==> config.mk <==
export PLATFORM = sky130hd
export DESIGN_NAME = binary_arithmetic_encoder_top
export DESIGN_NICKNAME = d
export VERILOG_FILES = /design/src/rtl/bae_pkg.sv /design/src/rtl/bae_dpath.sv /design/src/rtl/bae_ctrl.sv /design/src/rtl/bae_outbuf.sv /design/src/rtl/binary_arithmetic_encoder_top.sv
export SDC_FILE = /design/constraint.sdc
export NUM_CORES = 2
export LEC_CHECK = 0
export BUFFER_PORTS_ARGS = -buffer_cell sky130_fd_sc_hd__buf_2
export CORE_AREA = 2 2 231 233
export CTS_CLUSTER_DIAMETER = 60
export DETAILED_ROUTE_END_ITERATION = 10
export DIE_AREA = 0 0 233 235
export MAX_ROUTING_LAYER = met4
export PLACE_DENSITY = 0.71
export SYNTH_ARGS = -nofsm -noshare
export SYNTH_HDL_FRONTEND = slang
export SYNTH_SLANG_ARGS = --single-unit
export TNS_END_PERCENT = 10
==> constraint.sdc <==
create_clock -name clk_i -period 13.15 [get_ports clk_i]
set_clock_uncertainty 0.05 [all_clocks]
set_input_delay 2.63 -clock clk_i [delete_from_list [all_inputs] [get_ports clk_i]]
set_output_delay 2.63 -clock clk_i [all_outputs]
set_load 0.01 [all_outputs]
==> src/rtl/bae_pkg.sv <==
`default_nettype none
// ----------------------------------------------------------------------------
// bae_pkg
// Shared types and constants for the binary arithmetic encoder: action codes,
// controller commands, datapath status and the result word.
// ----------------------------------------------------------------------------
package bae_pkg;

  typedef enum logic [2:0] {
    ACT_CTX     = 3'd0,
    ACT_BYPASS  = 3'd1,
    ACT_TERM    = 3'd2,
    ACT_FLUSH   = 3'd3,
    ACT_RESTART = 3'd4
  } action_e;

  localparam logic [8:0]  RangeInit = 9'd510;
  localparam logic [4:0]  FreeInit  = 5'd23;
  localparam logic [7:0]  HeldInit  = 8'hff;
  localparam logic [4:0]  FreeMin   = 5'd12;
  localparam logic [7:0]  LpsMin    = 8'd6;
  localparam logic [5:0]  BinsMax   = 6'd32;

  typedef struct packed {
    logic load;
    logic restart;
    logic ctx;
    logic term;
    logic byp;
    logic emit1;
    logic emit2;
    logic fl1;
    logic fl2;
    logic fl3;
  } cmd_t;

  typedef struct packed {
    logic run_pending;
    logic byp_done;
    logic outst_gt1;
  } status_t;

  typedef struct packed {
    logic        push;
    logic [23:0] chunk_val;
    logic [4:0]  chunk_len;
    logic [31:0] rep_count;
    logic        pad;
  } result_t;

endpackage
`default_nettype wire

==> src/rtl/bae_dpath.sv <==
`default_nettype none
// ----------------------------------------------------------------------------
// bae_dpath
// Coding engine datapath: low, range, free bits, held byte and outstanding
// count, with the per-command arithmetic and the result word it produces.
// ----------------------------------------------------------------------------
module bae_dpath (
  input  logic              clk_i,
  input  logic              rst_ni,
  input  bae_pkg::cmd_t     cmd_i,
  input  logic              bin_value_i,
  input  logic              most_probable_i,
  input  logic [7:0]        lps_range_i,
  input  logic [31:0]       bypass_bits_i,
  input  logic [5:0]        bypass_count_i,
  output bae_pkg::status_t  status_o,
  output bae_pkg::result_t  result_o
);
  import bae_pkg::*;

  function automatic logic [3:0] renorm_shift(input logic [8:0] r);
    logic [3:0] n;
    n = 4'd9;
    for (int i = 0; i < 9; i++) begin
      if (r[i]) n = 4'(8 - i);
    end
    return n;
  endfunction

  logic [31:0] low_q, low_d;
  logic [8:0]  range_q, range_d;
  logic [4:0]  free_q, free_d;
  logic [31:0] outst_q, outst_d;
  logic [7:0]  held_q, held_d;

  logic        bin_q, mps_q, carry_q, flag_q;
  logic [7:0]  lps_q;
  logic [31:0] bits_q;
  logic [5:0]  cnt_q;

  // context bin
  logic [8:0]  ctx_rsub, ctx_r, ctx_rn;
  logic [31:0] ctx_low;
  logic [3:0]  ctx_n;
  // terminate bin
  logic [8:0]  trm_rsub, trm_r;
  logic [31:0] trm_low;
  logic [3:0]  trm_n;
  // bypass group
  logic [3:0]  byp_s;
  logic [5:0]  byp_nc;
  logic [31:0] byp_shr, byp_low, byp_bits;
  logic [7:0]  byp_pat;
  logic [16:0] byp_prod;
  // lead byte
  logic [4:0]  em_sh, em_free;
  logic [31:0] em_lead, em_low;
  logic        em_due, em_is_ff, em_carry, out_nz, out_gt1;
  // flush
  logic [4:0]  fl_sh;
  logic        fl_c;
  logic [31:0] fl_low, fl_mask, fl_val;
  logic [3:0]  fl_nb;

  logic [5:0]  cnt_sat;

  always_comb begin
    ctx_rsub = range_q - {1'b0, lps_q};
    if (bin_q != mps_q) begin
      ctx_low = low_q + {23'd0, ctx_rsub};
      ctx_r   = {1'b0, lps_q};
    end else begin
      ctx_low = low_q;
      ctx_r   = ctx_rsub;
    end
    ctx_n  = renorm_shift(ctx_r);
    ctx_rn = ctx_r << ctx_n;

    trm_rsub = range_q - 9'd2;
    if (bin_q) begin
      trm_low = low_q + {23'd0, trm_rsub};
      trm_r   = 9'd256;
      trm_n   = 4'd7;
    end else begin
      trm_low = low_q;
      trm_n   = {3'b000, ~trm_rsub[8]};
      trm_r   = trm_rsub << trm_n;
    end

    byp_s    = (cnt_q > 6'd8) ? 4'd8 : cnt_q[3:0];
    byp_nc   = cnt_q - {2'b00, byp_s};
    byp_shr  = bits_q >> byp_nc;
    byp_pat  = byp_shr[7:0];
    byp_prod = {8'd0, range_q} * {9'd0, byp_pat};
    byp_low  = (low_q << byp_s) + {15'd0, byp_prod};
    byp_bits = bits_q & ~(32'hffff_ffff << byp_nc);

    em_due   = free_q < FreeMin;
    em_sh    = 5'd24 - free_q;
    em_lead  = low_q >> em_sh;
    em_free  = free_q + 5'd8;
    em_low   = low_q & (32'hffff_ffff >> em_free);
    em_is_ff = em_lead == 32'h0000_00ff;
    em_carry = em_lead[8];
    out_nz   = outst_q != 32'd0;
    out_gt1  = outst_q > 32'd1;

    fl_sh   = 5'd0 - free_q;
    fl_c    = (low_q >> fl_sh) != 32'd0;
    fl_low  = low_q - (32'd1 << fl_sh);
    fl_nb   = em_sh[3:0];
    fl_mask = ~(32'hffff_ffff << fl_nb);
    fl_val  = (((low_q >> 8) & fl_mask) << 1) | 32'd1;

    cnt_sat = (bypass_count_i > BinsMax) ? BinsMax : bypass_count_i;
  end

  always_comb begin
    result_o.push      = 1'b0;
    result_o.chunk_val = 24'd0;
    result_o.chunk_len = 5'd8;
    result_o.rep_count = 32'd1;
    result_o.pad       = 1'b0;
    if (cmd_i.emit1) begin
      result_o.push      = em_due && !em_is_ff && out_nz;
      result_o.chunk_val = {16'd0, held_q + {7'd0, em_carry}};
    end else if (cmd_i.emit2) begin
      result_o.push      = 1'b1;
      result_o.chunk_val = {16'd0, 8'hff + {7'd0, carry_q}};
      result_o.rep_count = outst_q - 32'd1;
    end else if (cmd_i.fl1) begin
      result_o.push      = fl_c || out_nz;
      result_o.chunk_val = {16'd0, held_q + {7'd0, fl_c}};
    end else if (cmd_i.fl2) begin
      result_o.push      = 1'b1;
      result_o.chunk_val = {16'd0, 8'hff + {7'd0, flag_q}};
      result_o.rep_count = outst_q - 32'd1;
    end else if (cmd_i.fl3) begin
      result_o.push      = 1'b1;
      result_o.chunk_val = fl_val[23:0];
      result_o.chunk_len = {1'b0, fl_nb} + 5'd1;
      result_o.pad       = 1'b1;
    end
  end

  assign status_o.run_pending = em_due && !em_is_ff && out_gt1;
  assign status_o.byp_done    = cnt_q == 6'd0;
  assign status_o.outst_gt1   = out_gt1;

  always_comb begin
    low_d   = low_q;
    range_d = range_q;
    free_d  = free_q;
    outst_d = outst_q;
    held_d  = held_q;
    if (cmd_i.restart) begin
      low_d   = 32'd0;
      range_d = RangeInit;
      free_d  = FreeInit;
      outst_d = 32'd0;
      held_d  = HeldInit;
    end else if (cmd_i.ctx) begin
      low_d   = ctx_low << ctx_n;
      range_d = ctx_rn;
      free_d  = free_q - {1'b0, ctx_n};
    end else if (cmd_i.term) begin
      low_d   = trm_low << trm_n;
      range_d = trm_r;
      free_d  = free_q - {1'b0, trm_n};
    end else if (cmd_i.byp) begin
      low_d  = byp_low;
      free_d = free_q - {1'b0, byp_s};
    end else if (cmd_i.emit1) begin
      if (em_due) begin
        free_d = em_free;
        low_d  = em_low;
        if (em_is_ff) begin
          outst_d = outst_q + 32'd1;
        end else begin
          held_d = em_lead[7:0];
          if (!out_gt1) outst_d = 32'd1;
        end
      end
    end else if (cmd_i.emit2 || cmd_i.fl2) begin
      outst_d = 32'd1;
    end else if (cmd_i.fl1) begin
      if (fl_c) low_d = fl_low;
    end
  end

  always_ff @(posedge clk_i or negedge rst_ni) begin
    if (!rst_ni) begin
      low_q   <= 32'd0;
      range_q <= RangeInit;
      free_q  <= FreeInit;
      outst_q <= 32'd0;
      held_q  <= HeldInit;
    end else begin
      low_q   <= low_d;
      range_q <= range_d;
      free_q  <= free_d;
      outst_q <= outst_d;
      held_q  <= held_d;
    end
  end

  always_ff @(posedge clk_i) begin
    if (cmd_i.load) begin
      bin_q <= bin_value_i;
      mps_q <= most_probable_i;
      lps_q <= (lps_range_i < LpsMin) ? LpsMin : lps_range_i;
    end
  end

  always_ff @(posedge clk_i) begin
    if (cmd_i.load) begin
      cnt_q  <= cnt_sat;
      bits_q <= bypass_bits_i & ~(32'hffff_ffff << cnt_sat);
    end else if (cmd_i.byp) begin
      cnt_q  <= byp_nc;
      bits_q <= byp_bits;
    end
  end

  always_ff @(posedge clk_i) begin
    if (cmd_i.emit1) carry_q <= em_carry;
    if (cmd_i.fl1) flag_q <= fl_c;
  end

`ifndef SYNTHESIS
  a_free_after_emit: assert property (@(posedge clk_i) disable iff (!rst_ni)
    cmd_i.emit1 |=> free_q >= FreeMin)
    else $error("free bit count below limit after lead byte step");
  a_range_norm: assert property (@(posedge clk_i) disable iff (!rst_ni)
    range_q[8])
    else $error("range not normalised");
`endif

endmodule
`default_nettype wire

==> src/rtl/bae_ctrl.sv <==
`default_nettype none
// ----------------------------------------------------------------------------
// bae_ctrl
// Sequencer for the encoder: decodes the action of each input word and steps
// the datapath through arithmetic, lead byte, run and flush commands.
// ----------------------------------------------------------------------------
module bae_ctrl (
  input  logic              clk_i,
  input  logic              rst_ni,
  input  logic              in_valid_i,
  output logic              in_ready_o,
  input  logic [2:0]        action_i,
  input  bae_pkg::status_t  status_i,
  input  logic              can_push_i,
  output bae_pkg::cmd_t     cmd_o,
  output logic              fin_o
);
  import bae_pkg::*;

  typedef enum logic [9:0] {
    ST_IDLE = 10'b00_0000_0001,
    ST_CTX  = 10'b00_0000_0010,
    ST_TERM = 10'b00_0000_0100,
    ST_BYP  = 10'b00_0000_1000,
    ST_EM1  = 10'b00_0001_0000,
    ST_EM2  = 10'b00_0010_0000,
    ST_FL1  = 10'b00_0100_0000,
    ST_FL2  = 10'b00_1000_0000,
    ST_FL3  = 10'b01_0000_0000,
    ST_FIN  = 10'b10_0000_0000
  } state_e;

  state_e state_q, state_d;
  logic   byp_q, byp_d;
  logic   more_byp;

  assign in_ready_o = state_q == ST_IDLE;
  assign more_byp   = byp_q && !status_i.byp_done;

  always_comb begin
    state_d = state_q;
    byp_d   = byp_q;
    cmd_o   = '0;
    fin_o   = 1'b0;
    unique case (state_q)
      ST_IDLE: begin
        if (in_valid_i) begin
          cmd_o.load = 1'b1;
          byp_d      = 1'b0;
          unique case (action_e'(action_i))
            ACT_CTX:    state_d = ST_CTX;
            ACT_BYPASS: begin
              state_d = ST_BYP;
              byp_d   = 1'b1;
            end
            ACT_TERM:   state_d = ST_TERM;
            ACT_FLUSH:  state_d = ST_FL1;
            ACT_RESTART: begin
              cmd_o.restart = 1'b1;
              state_d       = ST_FIN;
            end
            default:    state_d = ST_FIN;
          endcase
        end
      end
      ST_CTX: begin
        cmd_o.ctx = 1'b1;
        state_d   = ST_EM1;
      end
      ST_TERM: begin
        cmd_o.term = 1'b1;
        state_d    = ST_EM1;
      end
      ST_BYP: begin
        cmd_o.byp = 1'b1;
        state_d   = ST_EM1;
      end
      ST_EM1: begin
        if (can_push_i) begin
          cmd_o.emit1 = 1'b1;
          if (status_i.run_pending) state_d = ST_EM2;
          else if (more_byp)        state_d = ST_BYP;
          else                      state_d = ST_FIN;
        end
      end
      ST_EM2: begin
        if (can_push_i) begin
          cmd_o.emit2 = 1'b1;
          state_d     = more_byp ? ST_BYP : ST_FIN;
        end
      end
      ST_FL1: begin
        if (can_push_i) begin
          cmd_o.fl1 = 1'b1;
          state_d   = status_i.outst_gt1 ? ST_FL2 : ST_FL3;
        end
      end
      ST_FL2: begin
        if (can_push_i) begin
          cmd_o.fl2 = 1'b1;
          state_d   = ST_FL3;
        end
      end
      ST_FL3: begin
        if (can_push_i) begin
          cmd_o.fl3 = 1'b1;
          state_d   = ST_FIN;
        end
      end
      ST_FIN: begin
        if (can_push_i) begin
          fin_o   = 1'b1;
          state_d = ST_IDLE;
        end
      end
      default: state_d = ST_IDLE;
    endcase
  end

  always_ff @(posedge clk_i or negedge rst_ni) begin
    if (!rst_ni) begin
      state_q <= ST_IDLE;
      byp_q   <= 1'b0;
    end else begin
      state_q <= state_d;
      byp_q   <= byp_d;
    end
  end

`ifndef SYNTHESIS
  a_busy_after_accept: assert property (@(posedge clk_i) disable iff (!rst_ni)
    (in_valid_i && in_ready_o) |=> !in_ready_o)
    else $error("input taken again straight after a word");
  a_run_after_lead: assert property (@(posedge clk_i) disable iff (!rst_ni)
    (state_q == ST_EM2) |-> $past(state_q == ST_EM1 || state_q == ST_EM2))
    else $error("run step without lead byte step");
`endif

endmodule
`default_nettype wire

==> src/rtl/bae_outbuf.sv <==
`default_nettype none
// ----------------------------------------------------------------------------
// bae_outbuf
// Result staging: holds the latest result until the next one or the end of
// the input word decides its last flag, then moves it to the output register.
// ----------------------------------------------------------------------------
module bae_outbuf (
  input  logic              clk_i,
  input  logic              rst_ni,
  input  bae_pkg::result_t  result_i,
  input  logic              fin_i,
  output logic              can_push_o,
  output logic              out_valid_o,
  input  logic              out_ready_i,
  output logic [23:0]       chunk_value_o,
  output logic [4:0]        chunk_bits_o,
  output logic [31:0]       repeat_count_o,
  output logic              pad_after_o,
  output logic              last_o
);
  import bae_pkg::*;

  logic        s_valid_q, o_valid_q;
  result_t     s_q;
  logic [23:0] o_val_q;
  logic [4:0]  o_len_q;
  logic [31:0] o_rep_q;
  logic        o_pad_q, o_last_q;
  logic        o_load;

  assign can_push_o = !o_valid_q || out_ready_i;
  assign o_load     = (result_i.push || fin_i) && s_valid_q;

  always_ff @(posedge clk_i or negedge rst_ni) begin
    if (!rst_ni) begin
      s_valid_q <= 1'b0;
      o_valid_q <= 1'b0;
    end else begin
      if (result_i.push)  s_valid_q <= 1'b1;
      else if (fin_i)     s_valid_q <= 1'b0;
      if (o_load)           o_valid_q <= 1'b1;
      else if (out_ready_i) o_valid_q <= 1'b0;
    end
  end

  always_ff @(posedge clk_i) begin
    if (result_i.push) s_q <= result_i;
    if (o_load) begin
      o_val_q  <= s_q.chunk_val;
      o_len_q  <= s_q.chunk_len;
      o_rep_q  <= s_q.rep_count;
      o_pad_q  <= s_q.pad;
      o_last_q <= fin_i;
    end
  end

  assign out_valid_o    = o_valid_q;
  assign chunk_value_o  = o_val_q;
  assign chunk_bits_o   = o_len_q;
  assign repeat_count_o = o_rep_q;
  assign pad_after_o    = o_pad_q;
  assign last_o         = o_last_q;

`ifndef SYNTHESIS
  a_no_overrun: assert property (@(posedge clk_i) disable iff (!rst_ni)
    ((result_i.push || fin_i) && o_valid_q) |-> out_ready_i)
    else $error("output register overwritten while held");
  a_fin_drains: assert property (@(posedge clk_i) disable iff (!rst_ni)
    fin_i |=> !s_valid_q)
    else $error("staged result left behind at end of word");
`endif

endmodule
`default_nettype wire

==> src/rtl/binary_arithmetic_encoder_top.sv <==
`default_nettype none
// ----------------------------------------------------------------------------
// binary_arithmetic_encoder_top
// Binary arithmetic coding engine: context, bypass and terminate bins, flush
// and restart, giving byte, run and final chunk write requests.
// ----------------------------------------------------------------------------
// Context and terminate words run load, arithmetic, lead byte, run (only when
// outstanding bytes are written) and final steps, one datapath command per
// cycle unless the output stalls. Bypass words repeat bypass and lead byte
// steps per group of up to 8 bins (4 groups at most). Flush has three flush
// steps, the second only for a run. Results wait for the next one or the end
// of the word, then are registered out; stalls hold the sequencer. Async reset.
module binary_arithmetic_encoder_top (
  input  logic        clk_i,
  input  logic        rst_ni,
  input  logic        in_valid_i,
  output logic        in_ready_o,
  input  logic [2:0]  action_i,
  input  logic        bin_value_i,
  input  logic        most_probable_i,
  input  logic [7:0]  lps_range_i,
  input  logic [31:0] bypass_bits_i,
  input  logic [5:0]  bypass_count_i,
  output logic        out_valid_o,
  input  logic        out_ready_i,
  output logic [23:0] chunk_value_o,
  output logic [4:0]  chunk_bits_o,
  output logic [31:0] repeat_count_o,
  output logic        pad_after_o,
  output logic        last_o
);
  import bae_pkg::*;

  cmd_t    cmd;
  status_t status;
  result_t result;
  logic    fin;
  logic    can_push;

  bae_ctrl u_ctrl (
    .clk_i      (clk_i),
    .rst_ni     (rst_ni),
    .in_valid_i (in_valid_i),
    .in_ready_o (in_ready_o),
    .action_i   (action_i),
    .status_i   (status),
    .can_push_i (can_push),
    .cmd_o      (cmd),
    .fin_o      (fin)
  );

  bae_dpath u_dpath (
    .clk_i           (clk_i),
    .rst_ni          (rst_ni),
    .cmd_i           (cmd),
    .bin_value_i     (bin_value_i),
    .most_probable_i (most_probable_i),
    .lps_range_i     (lps_range_i),
    .bypass_bits_i   (bypass_bits_i),
    .bypass_count_i  (bypass_count_i),
    .status_o        (status),
    .result_o        (result)
  );

  bae_outbuf u_outbuf (
    .clk_i          (clk_i),
    .rst_ni         (rst_ni),
    .result_i       (result),
    .fin_i          (fin),
    .can_push_o     (can_push),
    .out_valid_o    (out_valid_o),
    .out_ready_i    (out_ready_i),
    .chunk_value_o  (chunk_value_o),
    .chunk_bits_o   (chunk_bits_o),
    .repeat_count_o (repeat_count_o),
    .pad_after_o    (pad_after_o),
    .last_o         (last_o)
  );

endmodule
`default_nettype wire
==> flow_summary.ini <==
[routing]
ant_nets_after_route = 0
drc = 0
detail_route.wirelength_um = 109200
drt-wirelength-per-cell_um = 26.05
drt_iter0_markers = 3740
first_pass_iters = 8
vias = 28930
vias_per_cell = 6.902

[die]
design.die.area_um2 = 54760
die-width_um = 233
die_y_um = 235
core_area_um2 = 52240
design.portCount = 120
core.rowCount = 84
starting_density_pct = 54.69

[placed_design]
final_wtd_congestion = 1.094
port_buffers = 111
pre_cts_ws_ns = 4.120
dp_hpwl_um = 80340

[synthesis]
syn-instance-count = 3502
synth.top_cells.by_area = edfxtp_1, mux2i_1, dfrtp_1, ha_1, nand2_1
synth.ff_latch_count = 258
postSynth.topFlopCell = edfxtp_1
synth-edff-count = 159
synthDominantAreaCellType = edfxtp_1
synth_area_um2 = 28570
synth_async_sr_flop_share_pct = 38.37
count_of_yosys_warnings_during_synthesis = 0
synth.yosys.seq_area_share_pct = 25.48
synth_top_area_share_pct = 16.71
ys_types = 92
synth_area_per_cell_um2 = 8.158

[cts]
postCtsHoldBufs = 0
cts_tree = done
clk-insertion-delay-late_ns = 0.56
clkTransAtPathRegs_ns = 0.06
cts_buffers = 34
cts_buffer_depth = 3
cts.sinks = 258
post_cts_resized = 0
post-cts-setup-buffer-count = 0
ctsHtreeMaxLevel = 2
cts-root-buf = clkbuf_16

[worst_setup_path]
cp_max_fo = 51
reg2regPathDepth = 30
rr_endpoint = u_dpath.low_q[31]
r2r_setup_slack_ns = 3.97
setup.worst_path.start_class = flop
timing.critical_path.slowest_stage_cell = ha_2
timing.setup.critical_path_class = flop to flop
critPathCaptureType = flop
path_common_cell = fa_1
worstPathArrival_ns = 9.60
slowest_delay_ns = 1.12
rr_startpoint = u_dpath.cnt_q[5]
worstPathRequired_ns = 13.56

[timing]
endpoints_failing_hold = 0
fin_ws_ns = 3.968
tightest_slew_ns = 1.142
max_slew_margin_pct = 23.71
max_clock_freq_mhz = 108.9
min_period_ns = 9.182
setup_total_negative_slack_ns = 0
rsz0062_at_grt = false
final_report_max_slew_violation_count = 0
timing.final.crit_share_pct = 69.82
setup_violations = 0

[finish]
post_route_cells_drive_above_1_share_pct = 10.91
multi_input_comb_area_um2 = 19600
synthToLayoutAreaGrowth_pct = 7.402
num-fill-cells = 4664
layout.area.seq_um2 = 7278
most_frequent_standard_cell_in_the_layout_excluding_fill_and_tap_cells = nand2_1
most-common-layout-cells = nand2_1, nor2_1, o21ai_0
layout_net_count = 3722

[grt]
grt_pass1_wl_um = 165300
groute.usage.overall_pct = 40.21
globalRouteOverflowTotal = 0
antenna_violations_before_repair = 9
first_global_vias = 27610
grt_start_max_net_pins = 80

[min_path]
min_delay_worst_type = flop to flop
worstHoldEndpoint = u_outbuf.repeat_count_o[31]
hold-path-cell-count = 0
hold_path.startpoint = u_outbuf.s_q[32]

[run]
max_cap_violations = 0

[outcome]
run_status = completed
[synth_stat cells, drive strengths merged (43+ instances only)]
cell type	count
o211ai	53
nor3	99
clkbuf	198
and3	53
ha	136
mux2i	198
xnor2	86
nand3	108
dfrtp	78
mux4	44
inv	188
nand2	409
fa	64
nor2	276
a211oi	73
xor2	59
buf	65
a31oi	43
o21ai	253
a21oi	227
edfxtp	159
[critical path, delay by kind of cell (launching register included)]
| kind | cells | cell delay [ns] |
|---|---|---|
| AND/OR/NAND/NOR | 11 | 2.59 |
| AO/OA/AOI/OAI | 6 | 1.09 |
| multiplexers | 2 | 0.57 |
| flip-flops | 1 | 0.52 |
| XOR/XNOR | 1 | 0.20 |
| adder cells (fa/ha/maj) | 6 | 3.54 |
| buffers and inverters | 4 | 0.50 |
[area by class of cell]
cell class              instances  area share, %
inverters                     193          2.361
repair buffers                184          3.605
well taps                     688          2.806
multi-input cells            2796          63.87
clock inverters                17         0.5423
flip-flops and latches        258          23.72
clock buffers                  45          3.005
diodes                         11        0.08971
[cell families after synthesis]
| kind of cell | after synthesis | share of synthesized area (%) |
|---|---|---|
| simple gates | 1220 | 20.35 |
| compound gates | 954 | 21.46 |
| buf+inv | 456 | 6.403 |
| mux | 267 | 11.39 |
| flops | 258 | 25.48 |
| fa+ha+maj | 200 | 10.44 |
| xor+xnor | 145 | 4.445 |
| other cells | 2 | 0.02629 |
[stage by stage]
stage / instance area (um^2) / util, % / instances / hold WS, ns
finish: 30680 / 58.74 / 4192 / 0.3656
global route: 30680 / 58.73 / 4190 / 0.3746
CTS: 30660 / 58.69 / 4181 / 0.3677
detailed placement: 29570 / 56.60 / 4119 / 0.3552
global placement: 29570 / 56.60 / 4119 / 0.3506
floorplan: 28600 / - / 3510 / 0.3503
[sequential cells by signal (all words and copies together), names as in the netlist, 5 cells and up]
| name | count |
|---|---|
| u_dpath.outst_q | 32 |
| u_outbuf.chunk_bits_o | 5 |
| u_outbuf.chunk_value_o | 16 |
| u_dpath.low_q | 32 |
| u_dpath.cnt_q | 6 |
| u_ctrl.state_q | 10 |
| u_dpath.bits_q | 32 |
| u_dpath.free_q | 5 |
| u_dpath.held_q | 8 |
| u_outbuf.s_q | 54 |
| u_dpath.range_q | 9 |
| u_dpath.lps_q | 8 |
| u_outbuf.repeat_count_o | 32 |
[worst max path at each step]
stage	start	end	slack [ns]
final	u_dpath.cnt_q[5]	u_dpath.low_q[31]	3.97
after global routing	u_dpath.cnt_q[5]	u_dpath.low_q[31]	3.45
after CTS	u_dpath.cnt_q[5]	u_dpath.low_q[31]	4.12
after detailed placement	u_dpath.cnt_q[5]	u_dpath.low_q[31]	4.12
after global placement	u_dpath.cnt_q[5]	u_dpath.low_q[31]	4.36
after floorplan	u_dpath.free_q[0]	u_outbuf.chunk_bits_o[0]	4.51
[layer usage]
layer / up-vias / GRT usage [%] / share of wire (%)
met1: 13890 / 51.76 / 40
met5: - / - / 0
met4: 0 / 20.46 / 5.7
met2: 1811 / 58.78 / 44
met3: 465 / 9.624 / 11
li1: 12760 / - / -
Power is left out: the tool's default activity adds up to more than one toggle a clock period on the data nets, which glitch-free logic cannot reach.
